`src/hw/rtl/lfr_pkg.sv`:
```
// Shared types, codes and helpers of the lagged Fibonacci range generator
`default_nettype none

package lfr_pkg;

  localparam int WORD_W     = 30;
  localparam int RAW_W      = 24;
  localparam int VAL_W      = 16;
  localparam int SPAN_W     = 17;
  localparam int NUM_W      = WORD_W - 12;
  localparam int RAW_SHIFT  = 6;
  localparam int MAX_TRIES  = 256;
  localparam int TRY_W      = $clog2(MAX_TRIES);
  localparam int CMDQ_DEPTH = 2;

  localparam logic [1:0] OP_RESEED = 2'd0;
  localparam logic [1:0] OP_RAW    = 2'd1;
  localparam logic [1:0] OP_RANGE  = 2'd2;

  typedef enum logic [1:0] {
    K_RESEED,
    K_RAW,
    K_RANGE,
    K_FIXED
  } cmd_kind_t;

  // lo doubles as the result of a fixed command
  typedef struct packed {
    cmd_kind_t            kind;
    logic [VAL_W-1:0]     lo;
    logic [SPAN_W-1:0]    span;
    logic [VAL_W-1:0]     mask;
  } cmd_t;

  // Smear the top set bit down: smallest all-ones mask covering v
  function automatic logic [VAL_W-1:0] smear16(input logic [VAL_W-1:0] v);
    logic [VAL_W-1:0] m;
    m = v;
    m = m | (m >> 1);
    m = m | (m >> 2);
    m = m | (m >> 4);
    m = m | (m >> 8);
    return m;
  endfunction

endpackage

`default_nettype wire

```
`src/hw/rtl/lfr_cmd_fifo.sv`:
```
// Short command queue between the front end and the generator back end
`default_nettype none

module lfr_cmd_fifo
  import lfr_pkg::*;
(
  input  wire logic  clk,
  input  wire logic  rst,
  input  wire logic  push,
  input  wire cmd_t  push_cmd,
  input  wire logic  pop,
  output logic       full,
  output logic       not_empty,
  output cmd_t       head
);

  localparam int PTR_W = $clog2(CMDQ_DEPTH);
  localparam int CNT_W = $clog2(CMDQ_DEPTH + 1);

  cmd_t             slots [CMDQ_DEPTH];
  logic [PTR_W-1:0] wr_ptr;
  logic [PTR_W-1:0] rd_ptr;
  logic [CNT_W-1:0] count;
  logic             do_push;
  logic             do_pop;

  always_comb begin
    full      = (count == CNT_W'(CMDQ_DEPTH));
    not_empty = (count != '0);
    head      = slots[rd_ptr];
    do_push   = push && !full;
    do_pop    = pop && not_empty;
  end

  always_ff @(posedge clk) begin
    if (rst) begin
      wr_ptr <= '0;
      rd_ptr <= '0;
      count  <= '0;
    end else begin
      if (do_push) begin
        slots[wr_ptr] <= push_cmd;
        wr_ptr <= (wr_ptr == PTR_W'(CMDQ_DEPTH - 1)) ? '0 : wr_ptr + PTR_W'(1);
      end
      if (do_pop) begin
        rd_ptr <= (rd_ptr == PTR_W'(CMDQ_DEPTH - 1)) ? '0 : rd_ptr + PTR_W'(1);
      end
      if (do_push && !do_pop) begin
        count <= count + CNT_W'(1);
      end else if (do_pop && !do_push) begin
        count <= count - CNT_W'(1);
      end
    end
  end

endmodule

`default_nettype wire

```
`config.mk`:
```
export PLATFORM = sky130hd
export DESIGN_NAME = lfr_cmd_fifo
export DESIGN_NICKNAME = d
export VERILOG_FILES = /design/src/hw/rtl/lfr_pkg.sv /design/src/hw/rtl/lfr_cmd_fifo.sv
export SDC_FILE = /design/constraint.sdc
export NUM_CORES = 1
export LEC_CHECK = 0
export ABC_CLOCK_PERIOD_IN_PS = 7100
export BUFFER_PORTS_ARGS = -buffer_cell sky130_fd_sc_hd__buf_4
export CORE_AREA = 5 5 91 93
export CTS_BUF_LIST = sky130_fd_sc_hd__clkbuf_8
export DETAILED_ROUTE_END_ITERATION = 8
export DIE_AREA = 0 0 96 98
export MAX_ROUTING_LAYER = met4
export PLACE_DENSITY_LB_ADDON = 0.08
export SLEW_MARGIN = 20
export SYNTH_ARGS = -nofsm -noshare
export SYNTH_HDL_FRONTEND = slang
export SYNTH_SLANG_ARGS = --single-unit
```
`constraint.sdc`:
```
create_clock -name clk -period 7.1 [get_ports clk]
set_input_delay 0.71 -clock clk [delete_from_list [all_inputs] [get_ports clk]]
set_output_delay 0.71 -clock clk [all_outputs]
set_load 0.03 [all_outputs]
```
# Word-level counts from Yosys, hierarchy flattened
# Memories as Yosys holds them, arrays and structs flattened. A register that Yosys moved wholly into a read port is not among the register bits.
# Cells that the tools add are included.
dict set report classes {
  addsub 4
  eq_ne 1
  muxes 9
  n_reduce_logical 9
}
# operator n
set ops {}
lappend ops {{two-way mux 1 bit} 7}
lappend ops {{logical AND 1 bit} 4}
lappend ops {{two-way mux 2 bit} 2}
lappend ops {{nonzero test 2 bit} 2}
lappend ops {{logical NOT 1 bit} 3}
lappend ops {{adder 1 bit, second input constant} 2}
lappend ops {{adder 2 x 1 -> 2 bit, second input constant} 1}
lappend ops {{== test 2 bit, second input constant} 1}
lappend ops {{subtractor 2 x 1 -> 2 bit, second input constant} 1}
dict set report word_totals {
  ff_bits 4
  ramBits 102
  input_bits 55
  output_inout_bits 53
  word_cells 27
  n_memories 1
}
# name words width read_ports rd_clocked_by_memory_dff wr line
set mem_list {}
lappend mem_list {slots 2 51 1 1 1 lfr_cmd_fifo.sv:20} ;# cmd_t slots [CMDQ_DEPTH];

# Longest topological paths before layout
# Gate-level depths: netlist (run 1).
dict set report depth {
  depth_word 7
  mapped_depth 7
  ltp_nobuf 7
}

# Worst setup path before layout (run 1)
# OpenSTA, ideal clock, no wires.
dict set report synth_path {
  path_type {input -> register}
  startpoint {input push}
  endpoint {memory slots[1][0] in the netlist's numbering (enable)}
  setup_ns 0.534
  arrival_time_ns 4.539
  required_time_ns 6.566
  slack_ns 2.027
  cell_stages 2
  path_buffers 0
  cell_sequence {nand2b_1 > nor3b_1}
}
dict set report synth_between {
  elab_chain_len 4
}
# item line
set synth_lines {}
lappend synth_lines {{from (decl)} lfr_cmd_fifo.sv:9} ;# input wire logic push,
lappend synth_lines {{logical AND 1 bit} lfr_cmd_fifo.sv:31} ;# do_push = push && !full;
lappend synth_lines {{two-way mux 1 bit} lfr_cmd_fifo.sv:41} ;# if (do_push) begin
lappend synth_lines {{two-way mux 1 bit} lfr_cmd_fifo.sv:36} ;# if (rst) begin
lappend synth_lines {{two-way mux 1 bit (implied by the code)} lfr_cmd_fifo.sv:42} ;# slots[wr_ptr] <= push_cmd;
lappend synth_lines {{to (decl)} lfr_cmd_fifo.sv:20}
# Every way passes these cells.

==> impl_metrics.py, run 1 <==
metrics = {
    "timing": {
        "fin_crit_ns": 2.69,
        "finalHoldViolCount": 0,
        "rel_slew_slack_pct": 36.5,
        "maximum_clock_frequency_mhz": 372,
        "setup-tns-final_ns": 0,
        "timing.final.crit_share_pct": 37.9,
        "worst_clock_skew_ns": 0.00704,
        "rsz0062_at_grt": "no",
        "pin_slew_with_the_least_headroom_to_its_limit_ns": 0.949,
        "timing.final.ws_setup_ns": 4.41,
        "report.final.setup_viol": 0,
        "slew_viols_final": 0,
    },
    "global_routing": {
        "globalRouteTotalUtil_pct": 15.4,
        "grt_max_degree": 41,
        "grt_first_pass_wirelength_mm": 10.4,
        "grt_pass1_vias": 2095,
        "number_of_antenna_violations_at_the_first_check_in_global_routing": 0,
        "global_route.overflow_total": 0,
    },
    "detailed_routing": {
        "avgViaCountPerCell": 4.85,
        "post-route-drc-count": 0,
        "routed_wire_length_per_instance_um": 16.8,
        "drt-initial-drc-count": 59,
        "vias": 1970,
        "drt.antenna.violating_nets": 0,
        "routed_wl_mm": 6.82,
        "drt-pass1-iter-count": 4,
    },
    "clocking": {
        "hold_buffers": 0,
        "cts_tree": "yes",
        "cts_resized": 0,
        "post-cts-setup-buffers": 0,
        "clock_insertion_delay_worst_skew_ns": 0.35,
        "clk_pin_slew_ns": 0.09,
        "tritoncts.num_buffers": 9,
        "htree_num_levels": 3,
        "cts_max_path_buffers": 2,
        "cts_root_buffer": "clkbuf_8",
        "cts.sink_count": 107,
    },
    "synthesis": {
        "ys_types": 16,
        "synthesis.area_mm2": 0.00390,
        "synthesized_netlist_net_count": 241,
        "post_synth.cell_area_avg_um2": 21.1,
        "synth_seq_cells": 107,
        "ys_seq_area_share_pct": 81.2,
        "synthCells": 185,
        "synth.yosys.warnings": 0,
        "ys_dominant_reg_cell": "edfxtp_1",
        "async_flop_share_pct": 0,
        "synth-edff-count": 102,
    },
    "finish": {
        "drive_above_1_share_pct": 59.2,
        "syn2layout_area_growth_pct": 28.7,
        "insertedDiodeCount": 0,
        "layout.nets": 356,
        "seq_area_mm2": 0.00316,
        "multiInputGateArea_um2": 706,
        "most-common-layout-cells": "110 x buf_4, 102 x edfxtp_1, 51 x mux2_2",
        "n_fill_cell": 556,
        "final_common_cell": "buf_4",
    },
    "die": {
        "floorplan.rows": 32,
        "die_height_um": 98,
        "chipWidth_um": 96,
        "start_util_pct": 52.3,
        "io_pins": 108,
        "core_region_area_mm2": 0.00745,
        "fp.dieArea_mm2": 0.00941,
    },
    "setup_path": {
        "critical_path.slowest_cell": "dfxtp_2",
        "critical_path.cell_chain": "buf_4, mux2_2, buf_4",
        "timing.critical_path.mode_cell": "buf_4",
        "crit_arrival_ns": 1.98,
        "cp-end-kind": "primary output",
        "critPathMaxStageDelay_ns": 0.52,
        "type_of_element_launching_the_critical_path": "flip-flop",
        "timing.critical_path.required_ns": 6.39,
        "critical_path_maximum_fanout": 40,
        "criticalPathCategory": "reg2out",
    },
    "placed_design": {
        "detailedPlace.worstSlack_ns": 4.33,
        "port_buffers": 107,
        "dp_hpwl_mm": 4.56,
        "place_congestion": 0.749,
    },
    "worst_hold_path": {
        "holdCritPathClass": "reg2reg",
    },
    "power": {
        "powerDensity_mw_per_mm2": 331,
        "ir_worst_vdd_mv": 0.159,
        "p_leak_nw": 1.85,
    },
    "run_status": {
        "outcome": "finished, final reports clean",
    },
    "flow_run": {
        "drv_cap": 0,
    },
}
## worst paths after layout
path,from,endpoint,slack (ns),cells after the start
min,rd_ptr,rd_ptr,0.51,2
min reg2reg,rd_ptr,rd_ptr,0.51,2
max,flip-flop,head[29],4.41,3
max reg2reg,count[0],slots[1][22],4.60,4
## cells in the mapped netlist (2+ instances only)
library cell	instances	share of area [%]
a21oi_1	2	0.26
buf_2	6	0.77
dfxtp_1	5	2.6
edfxtp_1	102	79
inv_1	2	0.19
mux2_2	51	15
nor2_1	3	0.29
o21ai_0	3	0.39
or3_1	2	0.32
xor2_1	3	0.67
## registers in the layout (all words and copies together) (netlist names), named ones only
signal	flops
count	2
slots	102
wr_ptr	1
rd_ptr	1
## kinds of logic after synthesis
logic type               count (synthesis)  synth area share (%)
AO/OA/AOI/OAI                            5                 0.642
XOR/XNOR                                 3                 0.674
adder cells (fa/ha/maj)                  1                 0.321
buffers and inverters                    8                 0.963
flip-flops                             107                  81.2
multiplexers                            51                  14.7
AND/OR/NAND/NOR                         10                  1.48
## metal layers
layer  vias to the layer above  track usage (%)  part of all wire, %
met1                       952             18.9                   40
met3                         8             3.00                  5.2
met2                        63             24.8                   54
met4                         0             6.24                  1.1
met5                         -                -                    0
li1                        947                -                    -
## layout make-up
| cell class | instances | share of cell area (%) |
|---|---|---|
| Tap cell | 102 | 2.55 |
| Inverter | 2 | 0.150 |
| Sequential cell | 107 | 63.1 |
| Multi-Input combinational cell | 70 | 14.1 |
| Timing Repair Buffer | 110 | 16.5 |
| Clock buffer | 9 | 2.47 |
| Clock inverter | 6 | 1.17 |
## power by group
| part | leakage (nW) | total (mW) | switching, mW | internal [mW] |
|---|---|---|---|---|
| clock | 0.0923 | 0.347 | 0.188 | 0.159 |
| sequential | 0.976 | 0.777 | 0.0248 | 0.752 |
| combinational | 0.781 | 0.538 | 0.310 | 0.228 |
| total | 1.85 | 1.66 | 0.522 | 1.14 |
## stage by stage
step / total power [mW] / instances / cell area (um^2) / hold WS (ns) / util, %
after floorplan: 1.15 / 185 / 3900 / 0.461 / -
after global placement: 1.33 / 391 / 4830 / 0.489 / 64.9
after detailed placement: 1.34 / 391 / 4830 / 0.493 / 64.9
after CTS: 1.68 / 406 / 5010 / 0.514 / 67.3
after global routing: 1.74 / 406 / 5010 / 0.507 / 67.3
final: 1.66 / 406 / 5010 / 0.515 / 67.3
## worst max-delay path, delay by kind of cell, from the launching register on
family / cells / cell delay [ns]
flip-flops: 1 / 0.52
buffers and inverters: 2 / 0.68
multiplexers: 1 / 0.41
(Power assumes the default switching activity.)
==> inputs of run 2 (changes only) <==
--- a/config.mk
+++ b/config.mk
@@ -5,7 +5,7 @@
 export SDC_FILE = /design/constraint.sdc
 export NUM_CORES = 1
 export LEC_CHECK = 0
-export ABC_CLOCK_PERIOD_IN_PS = 7100
+export ABC_CLOCK_PERIOD_IN_PS = 2740
 export BUFFER_PORTS_ARGS = -buffer_cell sky130_fd_sc_hd__buf_4
 export CORE_AREA = 5 5 91 93
 export CTS_BUF_LIST = sky130_fd_sc_hd__clkbuf_8
==> constraint.sdc (replaced) <==
create_clock -name clk -period 2.74 [get_ports clk]
set_input_delay 0.274 -clock clk [delete_from_list [all_inputs] [get_ports clk]]
set_output_delay 0.274 -clock clk [all_outputs]
set_load 0.03 [all_outputs]
==> impl_metrics.py, run 2 (synthesis results as in run 1) <==
metrics = {
    "clocking": {
        "clk_pin_slew_ns": 0.10,
        "clock_insertion_delay_worst_skew_ns": 0.35,
        "tritoncts.num_buffers": 9,
        "cts_max_path_buffers": 2,
        "htree_num_levels": 3,
        "cts_resized": 0,
        "cts_root_buffer": "clkbuf_8",
        "hold_buffers": 0,
        "cts.sink_count": 107,
        "cts_tree": "yes",
        "post-cts-setup-buffers": 0,
    },
    "detailed_routing": {
        "drt.antenna.violating_nets": 0,
        "avgViaCountPerCell": 4.94,
        "vias": 2015,
        "routed_wire_length_per_instance_um": 16.8,
        "drt-initial-drc-count": 64,
        "post-route-drc-count": 0,
        "drt-pass1-iter-count": 4,
        "routed_wl_mm": 6.85,
    },
    "setup_path": {
        "critical_path_maximum_fanout": 35,
        "critPathMaxStageDelay_ns": 0.61,
        "crit_arrival_ns": 1.79,
        "critical_path.cell_chain": "buf_12, mux2_2, buf_4",
        "criticalPathCategory": "reg2out",
        "critical_path.slowest_cell": "dfxtp_2",
        "cp-end-kind": "primary output",
        "type_of_element_launching_the_critical_path": "flip-flop",
        "cp.buffers_inverters": 2,
        "timing.critical_path.required_ns": 2.47,
        "cell_class_contributing_the_biggest_share_of_worst_path_delay": "flip-flops",
    },
    "power": {
        "ir_worst_vdd_mv": 0.487,
        "powerDensity_mw_per_mm2": 844,
        "p_leak_nw": 1.86,
    },
    "finish": {
        "most-common-layout-cells": "111 x buf_4, 102 x edfxtp_1, 51 x mux2_2",
        "multiInputGateArea_um2": 718,
        "largest_registers": "slots x102, count x2",
        "fin_area_mm2": 0.00503,
        "syn2layout_area_growth_pct": 29.1,
        "insertedDiodeCount": 0,
        "seq_area_mm2": 0.00316,
        "drive_above_1_share_pct": 58.8,
        "registers.top_by_ff_count": "slots",
        "n_fill_cell": 550,
        "layout.nets": 358,
        "final_common_cell": "buf_4",
        "number_of_flip_flops_in_the_largest_register": 102,
    },
    "worst_hold_path": {
        "holdCritPathClass": "in2reg",
    },
    "die": {
        "die_height_um": 98,
        "core_region_area_mm2": 0.00745,
        "start_util_pct": 52.3,
        "fp.dieArea_mm2": 0.00941,
        "floorplan.rows": 32,
        "chipWidth_um": 96,
        "io_pins": 108,
    },
    "timing": {
        "worst_clock_skew_ns": 0.00685,
        "setup-tns-final_ns": 0,
        "timing.final.crit_share_pct": 75.3,
        "report.final.setup_viol": 0,
        "rsz0062_at_grt": "no",
        "rel_slew_slack_pct": 65.2,
        "pin_slew_with_the_least_headroom_to_its_limit_ns": 0.522,
        "maximum_clock_frequency_mhz": 484,
        "slew_viols_final": 0,
        "finalHoldViolCount": 0,
        "fin_crit_ns": 2.06,
    },
    "global_routing": {
        "grt_max_degree": 40,
        "grt_pass1_vias": 2181,
        "global_route.overflow_total": 0,
        "grt_first_pass_wirelength_mm": 10.4,
        "number_of_antenna_violations_at_the_first_check_in_global_routing": 0,
        "globalRouteTotalUtil_pct": 15.1,
    },
    "flow_run": {
        "drv_cap": 0,
    },
    "placed_design": {
        "dp_hpwl_mm": 4.65,
        "place_congestion": 0.728,
        "post_dp_cell_area_mm2": 0.00487,
        "port_buffers": 107,
    },
    "run_status": {
        "outcome": "finished, final reports clean",
    },
}
==> run 2: cell types whose count changed in the layout (fill, tap and decap cells not counted) <==
cell        change
buf_12          +1
buf_4           +1
bufinv_16       -1
clkinv_1        +1
clkinv_2        -2
clkinv_4        +2
clkinvlp_4      -1
inv_1           +1
nor3_2          -1
nor3_4          +1
nor3b_2         -1
nor3b_4         +1
==> run 2: worst register-to-register path: cells and delay by family, from the launching register on <==
family                     cells  cell delay [ns]
and+or+nand+nor                3             0.82
DFF                            1             0.38
adders and majority gates      1             0.34
AOI/OAI and AO/OA              1             0.15
buffers and inverters          1             0.08
==> run 2: final timing paths <==
kind / start / end / slack [ns] / cells after the start
setup / recovery: flip-flop / head[35] / 0.68 / 3
hold / removal: push_cmd[20] / slots[0][20] / 0.10 / 1
setup reg to reg: count[1] / count[1] / 0.90 / 6
hold reg to reg: count[1] / count[1] / 0.53 / 2
==> run 2: area by class of cell <==
cell class	instances	area share, %
repair buffers	112	17.0
clock inverters	6	0.721
clock buffers	9	2.46
multi-input cells	70	14.3
inverters	2	0.149
well taps	102	2.54
flip-flops and latches	107	62.9
==> run 2: power breakdown <==
group	switching, mW	total, mW	internal [mW]
combinational	0.799	1.41	0.612
clock	0.491	0.810	0.320
sequential	0.0775	2.03	1.95
==> run 2: metal layers <==
layer  vias to the layer above  GRT usage [%]  part of all wire, %
met5                         -              -                    0
met4                         0           5.91                  1.3
met3                        10           3.47                  6.2
met2                        63           25.5                   52
met1                       988           17.3                   40
li1                        954              -                    -
==> run 2: metrics by stage <==
step                utilization (%)  hold WS [ns]  cells  setup slack (ns)  power [mW]
finish                         67.6         0.101    408             0.676        4.25
global route                   67.6        0.0799    408             0.577        4.43
CTS                            67.6        0.0813    408             0.622        4.29
detailed placement             65.4         0.462    393             0.912        3.50
global placement               65.4         0.459    393             0.954        3.48
floorplan                         -         0.343    185             0.181        2.98
==> inputs of run 3 (changes only) <==
--- a/config.mk
+++ b/config.mk
@@ -5,12 +5,12 @@
 export SDC_FILE = /design/constraint.sdc
 export NUM_CORES = 1
 export LEC_CHECK = 0
-export ABC_CLOCK_PERIOD_IN_PS = 2740
+export ABC_CLOCK_PERIOD_IN_PS = 1850
 export BUFFER_PORTS_ARGS = -buffer_cell sky130_fd_sc_hd__buf_4
-export CORE_AREA = 5 5 91 93
+export CORE_AREA = 5 5 97 99
 export CTS_BUF_LIST = sky130_fd_sc_hd__clkbuf_8
 export DETAILED_ROUTE_END_ITERATION = 8
-export DIE_AREA = 0 0 96 98
+export DIE_AREA = 0 0 102 104
 export MAX_ROUTING_LAYER = met4
 export PLACE_DENSITY_LB_ADDON = 0.08
 export SLEW_MARGIN = 20
==> constraint.sdc (replaced) <==
create_clock -name clk -period 1.85 [get_ports clk]
set_input_delay 0.185 -clock clk [delete_from_list [all_inputs] [get_ports clk]]
set_output_delay 0.185 -clock clk [all_outputs]
set_load 0.03 [all_outputs]
==> impl_metrics.py, run 3 (synthesis results as in run 1) <==
metrics = {
    "run_status": {
        "outcome": "finished, final reports clean",
    },
    "power": {
        "power.internal_mw": 4.52,
        "pnr_total_power_mw": 6.56,
        "p_sw_mw": 2.03,
        "sequential_cell_fraction_of_total_power_pct": 45.5,
        "clkPwrFrac_pct": 19.7,
        "ir_worst_vdd_mv": 0.920,
        "p_leak_nw": 2.07,
        "share_of_total_power_consumed_by_net_switching_pct": 31.0,
        "powerDensity_mw_per_mm2": 1180,
        "comb_power_share_pct": 34.7,
    },
    "finish": {
        "fin_area_mm2": 0.00557,
        "insertedDiodeCount": 0,
        "registers.top_by_ff_count": "slots",
        "number_of_flip_flops_in_the_largest_register": 102,
        "finish.cell_count_without_fillers": 458,
        "syn2layout_area_growth_pct": 42.9,
        "layout.nets": 403,
        "largest_registers": "slots x102, count x2",
        "most-common-layout-cells": "107 x buf_4, 102 x edfxtp_1, 51 x mux2_2",
        "final_common_cell": "buf_4",
        "drive_above_1_share_pct": 52.0,
    },
    "timing": {
        "rsz0062_at_grt": "no",
        "timing.final.crit_share_pct": 92.4,
        "finalHoldViolCount": 0,
        "report.final.setup_viol": 0,
        "rel_slew_slack_pct": 75.7,
        "slew_viols_final": 0,
        "worst_clock_skew_ns": 0.00532,
        "pin_slew_with_the_least_headroom_to_its_limit_ns": 0.360,
        "setup-tns-final_ns": 0,
        "maximum_clock_frequency_mhz": 585,
        "fin_crit_ns": 1.71,
    },
    "detailed_routing": {
        "routed_wire_length_per_instance_um": 16.3,
        "routed_wl_mm": 7.46,
        "drt-initial-drc-count": 51,
        "drt.antenna.violating_nets": 0,
        "vias": 2193,
        "avgViaCountPerCell": 4.79,
        "drt-pass1-iter-count": 4,
        "post-route-drc-count": 0,
    },
    "die": {
        "start_util_pct": 46.0,
        "floorplan.rows": 34,
        "fp.dieArea_mm2": 0.0106,
        "chipWidth_um": 102,
        "io_pins": 108,
        "core_region_area_mm2": 0.00847,
        "die_height_um": 104,
    },
    "setup_path": {
        "crit_arrival_ns": 1.52,
        "critical_path.slowest_cell": "dfxtp_4",
        "rrSetupSlack_ns": 0.22,
        "cp.buffers_inverters": 2,
        "cp-end-kind": "primary output",
        "critical_path.cell_chain": "buf_12, mux2_2, buf_4",
        "criticalPathCategory": "reg2out",
        "r2r.worst_path.cells": 6,
        "timing.critical_path.required_ns": 1.66,
        "type_of_element_launching_the_critical_path": "flip-flop",
        "critPathMaxStageDelay_ns": 0.43,
        "critical_path_maximum_fanout": 27,
        "cell_class_contributing_the_biggest_share_of_worst_path_delay": "flip-flops",
        "worst_r2r_startpoint": "count[1]",
        "crit-reg2reg-capture": "count[1]",
    },
    "placed_design": {
        "dp_hpwl_mm": 4.81,
        "post_dp_cell_area_mm2": 0.00494,
        "port_buffers": 107,
        "place_congestion": 0.719,
        "placed_cells": 399,
    },
    "global_routing": {
        "grt_pass1_vias": 2210,
        "number_of_antenna_violations_at_the_first_check_in_global_routing": 0,
        "global_route.overflow_total": 0,
        "globalRouteTotalUtil_pct": 14.0,
        "grt_first_pass_wirelength_mm": 10.9,
        "grt_max_degree": 52,
    },
    "clocking": {
        "cts_max_path_buffers": 2,
        "cts_root_buffer": "clkbuf_8",
        "clk_pin_slew_ns": 0.09,
        "cts.sink_count": 107,
        "clock_insertion_delay_worst_skew_ns": 0.35,
        "tritoncts.num_buffers": 9,
        "cts_tree": "yes",
        "htree_num_levels": 3,
    },
    "worst_hold_path": {
        "hold_path.startpoint": "push_cmd[17]",
        "whs_endpoint": "slots[1][17]",
        "hold_crit_depth": 1,
        "holdCritPathClass": "in2reg",
    },
    "flow_run": {
        "drv_cap": 0,
    },
}
==> run 3: cell count changes in the layout (fill, tap and decap cells not counted), sizes merged <==
| cell | delta |
|---|---|
| dlygate4sd3 | +45 |
| clkinv | -2 |
| bufinv | +1 |
==> run 3: through the flow <==
step / utilization [%] / hold slack (ns) / setup slack (ns)
2_1_floorplan: - / 0.247 / -0.572
3_3_place_gp: 58.4 / 0.370 / 0.290
3_5_place_dp: 58.4 / 0.373 / 0.233
4_1_cts: 61.4 / 0.000201 / 0.0371
5_1_grt: 65.8 / 0.000383 / 0.0576
6_report: 65.8 / 0.0250 / 0.140
==> run 3: area by class of cell <==
class                           count  area, um^2
Sequential cell                   107        3170
Fill cell                         628        2900
Timing Repair Buffer              157        1350
Multi-Input combinational cell     70         731
Tap cell                          108         135
Clock buffer                        9         124
Clock inverter                      5        48.8
Inverter                            2        7.51
==> run 3: repair_timing <==
action / 4_1_cts / 5_1_grt
hold endpoints to repair: 16 / 71
setup buffers: 0 / 0
resized for setup: 0 / 1
setup endpoints to repair: 0 / 4
hold buffers: 8 / 37
==> run 3: power by group through the flow <==
| stage | Sequential, mW | Clock (mW) | Combinational [mW] |
|---|---|---|---|
| after global routing | 3.01 | 1.45 | 2.40 |
| after floorplan | 3.00 | 0 | 1.44 |
| after CTS | 2.99 | 1.34 | 2.25 |
| after detailed placement | 3.04 | 0 | 2.23 |
| final | 2.99 | 1.29 | 2.28 |
| after global placement | 3.03 | 0 | 2.22 |
==> run 3: worst max path at each step <==
stage | to | slack [ns] | cells after the start
after floorplan | slots[1][0] | -0.57 | 3
after global placement | count[1] | 0.29 | 6
after detailed placement | count[1] | 0.23 | 6
after CTS | head[43] | 0.04 | 3
after global routing | head[2] | 0.06 | 3
final | head[18] | 0.14 | 3
==> run 3: metal layers <==
metal | up-vias | routed length, um | track usage [%]
met5 | - | 0 | -
li1 | 1040 | - | -
met3 | 2 | 405 | 4.23
met4 | 0 | 3 | 4.22
met2 | 62 | 4050 | 22.5
met1 | 1089 | 3000 | 16.9
